[src/rtl/sca_div.sv]
module sca_div #(
  parameter int W = 21
) (
  input  logic         clk,
  input  logic         rst,
  input  logic         start,
  input  logic [W-1:0] dividend,
  input  logic [W-1:0] divisor,
  output logic         done,
  output logic [W-1:0] quotient
);

  localparam int CNT_W = $clog2(W + 1);

  logic             run;
  logic [CNT_W-1:0] cnt;
  logic [W-1:0]     rem;
  logic [W-1:0]     quo;
  logic [W-1:0]     dvs;
  logic [W:0]       trial;
  logic [W:0]       diff;

  // one quotient bit per cycle, restoring
  assign trial    = {rem, quo[W-1]};
  assign diff     = trial - {1'b0, dvs};
  assign quotient = quo;

  always_ff @(posedge clk) begin
    if (rst) begin
      run  <= 1'b0;
      done <= 1'b0;
      cnt  <= '0;
    end else begin
      done <= 1'b0;
      if (start) begin
        run <= 1'b1;
        cnt <= '0;
      end else if (run) begin
        cnt <= cnt + 1'b1;
        if (cnt == CNT_W'(W - 1)) begin
          run  <= 1'b0;
          done <= 1'b1;
        end
      end
    end
  end

  always_ff @(posedge clk) begin
    if (start) begin
      rem <= '0;
      quo <= dividend;
      dvs <= divisor;
    end else if (run) begin
      if (!diff[W]) begin
        rem <= diff[W-1:0];
        quo <= {quo[W-2:0], 1'b1};
      end else begin
        rem <= trial[W-1:0];
        quo <= {quo[W-2:0], 1'b0};
      end
    end
  end

endmodule

[config.mk]
export PLATFORM = sky130hd
export DESIGN_NAME = sca_div
export DESIGN_NICKNAME = d
export VERILOG_FILES = /design/src/rtl/sca_div.sv
export SDC_FILE = /design/constraint.sdc
export NUM_CORES = 1
export LEC_CHECK = 0
export BUFFER_PORTS_ARGS = -buffer_cell sky130_fd_sc_hd__buf_4
export CAP_MARGIN = 20
export CORE_MARGIN = 4
export CORE_UTILIZATION = 40
export CTS_CLUSTER_DIAMETER = 30
export DETAILED_ROUTE_END_ITERATION = 8
export HOLD_SLACK_MARGIN = 0.03
export PLACE_DENSITY = 0.58
export REMOVE_ABC_BUFFERS = 1
export SKIP_LAST_GASP = 1
export SLEW_MARGIN = 10
export SYNTH_ARGS = -nofsm -noshare
export SYNTH_HDL_FRONTEND = slang
export SYNTH_SLANG_ARGS = --single-unit
[constraint.sdc]
create_clock -name clk -period 5.9 [get_ports clk]
set_input_delay 1.475 -clock clk [delete_from_list [all_inputs] [get_ports clk]]
set_output_delay 1.475 -clock clk [all_outputs]
set_load 0.005 [all_outputs]
==> results.yml <==
status:
  status: "completed"
synthesis:
  ys_ff_latch: 70
  synth_edf_count: 42
  synth_top_cell_by_area: "edfxtp_1"
  yosysMostFrequentCell: "edfxtp_1"
  synthTopCellsByArea: "edfxtp_1 31%, dfxtp_1 14%, ha_1 7.1%"
  synth_cell_types: 65
  ys.flop_type: "edfxtp_1"
  synth_area_mm2: 0.00405
  avgSynthCellArea_um2: 10.3
  synthArstFlopShare_pct: 0
  syn_inst: 392
  yosysTopAreaCellShare_pct: 31.1
  synthTopCellsByCount: "42 x edfxtp_1, 39 x nor2_1, 31 x inv_1, 31 x nand2_1, 28 x dfxtp_1"
  synth-seq-area-share_pct: 45.0
  synth_warnings: 0
grt:
  grt_pass1_wl_mm: 15.2
  grt-ovfl-total: 0
  grt_max_degree: 55
  grt_pass1_vias: 3156
  grtUsageTotal_pct: 16.3
  antenna_found_initial: 0
worst_setup_path:
  slowest_delay_ps: 500
  worstSetupEndpointType: "register"
  cp_cell_sequence: "inv_1 -> ha_1 -> nor2b_4 -> o31a_1 -> o211ai_2 -> nand3_2 -> a211o_4 -> xor2_2 -> buf_6 -> o31ai_1 -> a311oi_1"
  cp_max_fo: 13
  r2r-start: "dvs[1]"
  reg2reg_depth: 11
  start_kind: "register"
  cp_slowest_cell: "xor2_2"
  critPathArrivalTime_ps: 3350
  required_ps: 6160
  crit_path_start: "dvs[1]"
  crit_type: "register to register"
timing:
  fmax_ghz: 0.324
  tightest_slew_ps: 826
  tns_ps: 0
  relSlewSlack_pct: 44.9
  period_needed_ps: 3090
  skew_ps: 13.6
  rsz0062_at_grt: "no"
  hold_violations: 0
  fin_crit_sh_pct: 52.3
  report.final.slew_viol_count: 0
  finalSetupViolations: 0
power:
  clkPwrFrac_pct: 29.0
  leakage_uw: 0.00199
  intPower_uw: 923
  swShare_pct: 30.8
  pwr-share-seq_pct: 44.5
  pwr-share-comb_pct: 26.5
  p_sw_uw: 411
  totalPowerFinal_uw: 1330
  power_density_mw_per_mm2: 275
  ir_drop_v: 0.000143
clock_tree:
  holdBufCountCts: 0
  numCtsBuffers: 9
  cts_resized: 0
  root_buffer: "clkbuf_8"
  clock_latency_ps: 350
  path_clk_slew_ps: 80
  cts_setup_buffers: 0
  cts_tree: "done"
  cts_sinks: 70
  cts.path.max_buffers: 2
  htree_levels: 3
detailed_routing:
  drc_errors: 0
  avgViaCountPerCell: 5.19
  first_pass_iters: 4
  drtAntennaViolNets: 0
  drtIter0Drc: 117
  routed_wl_mm: 8.89
  num_vias: 3084
  routedWlPerCell_um: 15.0
floorplan:
  die_h_um: 109
  placement_rows: 36
  die-area_mm2: 0.0118
  coreArea_mm2: 0.00982
  ios: 67
  die_x_um: 109
  start_util_pct: 41.3
place:
  dp_hpwl_mm: 6.18
  dp_cells: 577
  dpl_cell_area_mm2: 0.00465
  place_congestion: 0.873
  io_buffer_count: 66
hold_path:
  hold_class: "register to register"
  hold_start: "rem[17]"
  holdPathStages: 2
finish:
  seq_area_mm2: 0.00182
  final_cells: 594
  final_nets: 525
  multi_input_area_mm2: 0.00204
  syn_to_final_growth_pct: 19.7
  final.fill_count: 986
  final_area_mm2: 0.00485
  layout-drive-gt1-share_pct: 28.9
  insertedDiodeCount: 0
flow_run:
  maxCapViolCount: 0
-- path summary, 6_finish.rpt --
path	endpoint	slack, ps
setup / recovery	rem[20]	2810
hold / removal	rem[18]	500
setup reg to reg	rem[20]	2810
hold reg to reg	rem[18]	500
-- flip-flops by register name (all words and copies together) (netlist names) --
name,cells
quotient,21
done,1
cnt,5
rem,21
run,1
dvs,21
-- final cells by class --
type	count	area share (%)
multi-input combinational	275	42.0
clock buffer	10	2.63
tap	133	3.43
sequential	70	37.5
clock inverter	6	1.29
inverter	31	2.40
timing repair buffer	69	10.8
-- critical path, delay by kind of cell, from the launching register on --
family | cells | cell delay (ps)
adder cells (fa/ha/maj) | 1 | 220
AND/OR/NAND/NOR | 2 | 270
buffers and inverters | 2 | 320
flip-flops | 1 | 410
AO/OA/AOI/OAI | 5 | 1260
XOR/XNOR | 1 | 500
-- per-stage QoR --
step | hold slack (ps) | util, % | setup WS (ps)
6_report | 505 | 49.4 | 2810
5_1_grt | 536 | 49.4 | 2520
4_1_cts | 505 | 49.3 | 2460
3_5_place_dp | 499 | 47.4 | 2490
3_3_place_gp | 492 | 47.4 | 2620
2_1_floorplan | 467 | - | 3040
-- per-layer routing --
layer	track usage (%)	vias to the layer above	wire length (um)
met1	22.3	1430	4310
met4	5.95	0	176
met3	5.86	16	668
li1	-	1556	-
met2	23.8	82	3730
met5	0	-	0
-- logic make-up after synthesis --
group                      share of synthesized area, %
buffers and inverters                              4.82
DFF                                                45.0
muxes                                              6.05
AOI/OAI and AO/OA                                  16.5
and+or+nand+nor                                    15.3
adders and majority gates                          7.60
xor gates and xnor gates                           4.75
-- power by group through the flow --
stage	combinational [uW]	clock, uW	sequential (uW)
5_1_grt	396	425	600
3_3_place_gp	346	0	604
6_report	353	387	594
3_5_place_dp	351	0	604
4_1_cts	351	403	594
2_1_floorplan	234	0	604
-- placed cells by master, fill, tap and decap left out, drive strengths merged, types with 3 or more instances in the layout --
cell type	synthesis	routed
a211oi	3	3
nand4	6	6
o311ai	4	4
o21a	8	8
o211ai	3	3
nand2	40	40
a31oi	3	3
buf	6	69
nand2b	3	3
dfxtp	28	28
a21oi	16	16
xnor2	12	12
nor2	39	39
a311oi	13	13
nand3	8	8
edfxtp	42	42
o21ai	17	17
clkinv	0	3
inv	31	31
xor2	7	7
nor2b	3	3
nor3	8	8
ha	23	23
mux2	20	20
clkbuf	10	10
Note: power is estimated with default switching activity, not from simulation.
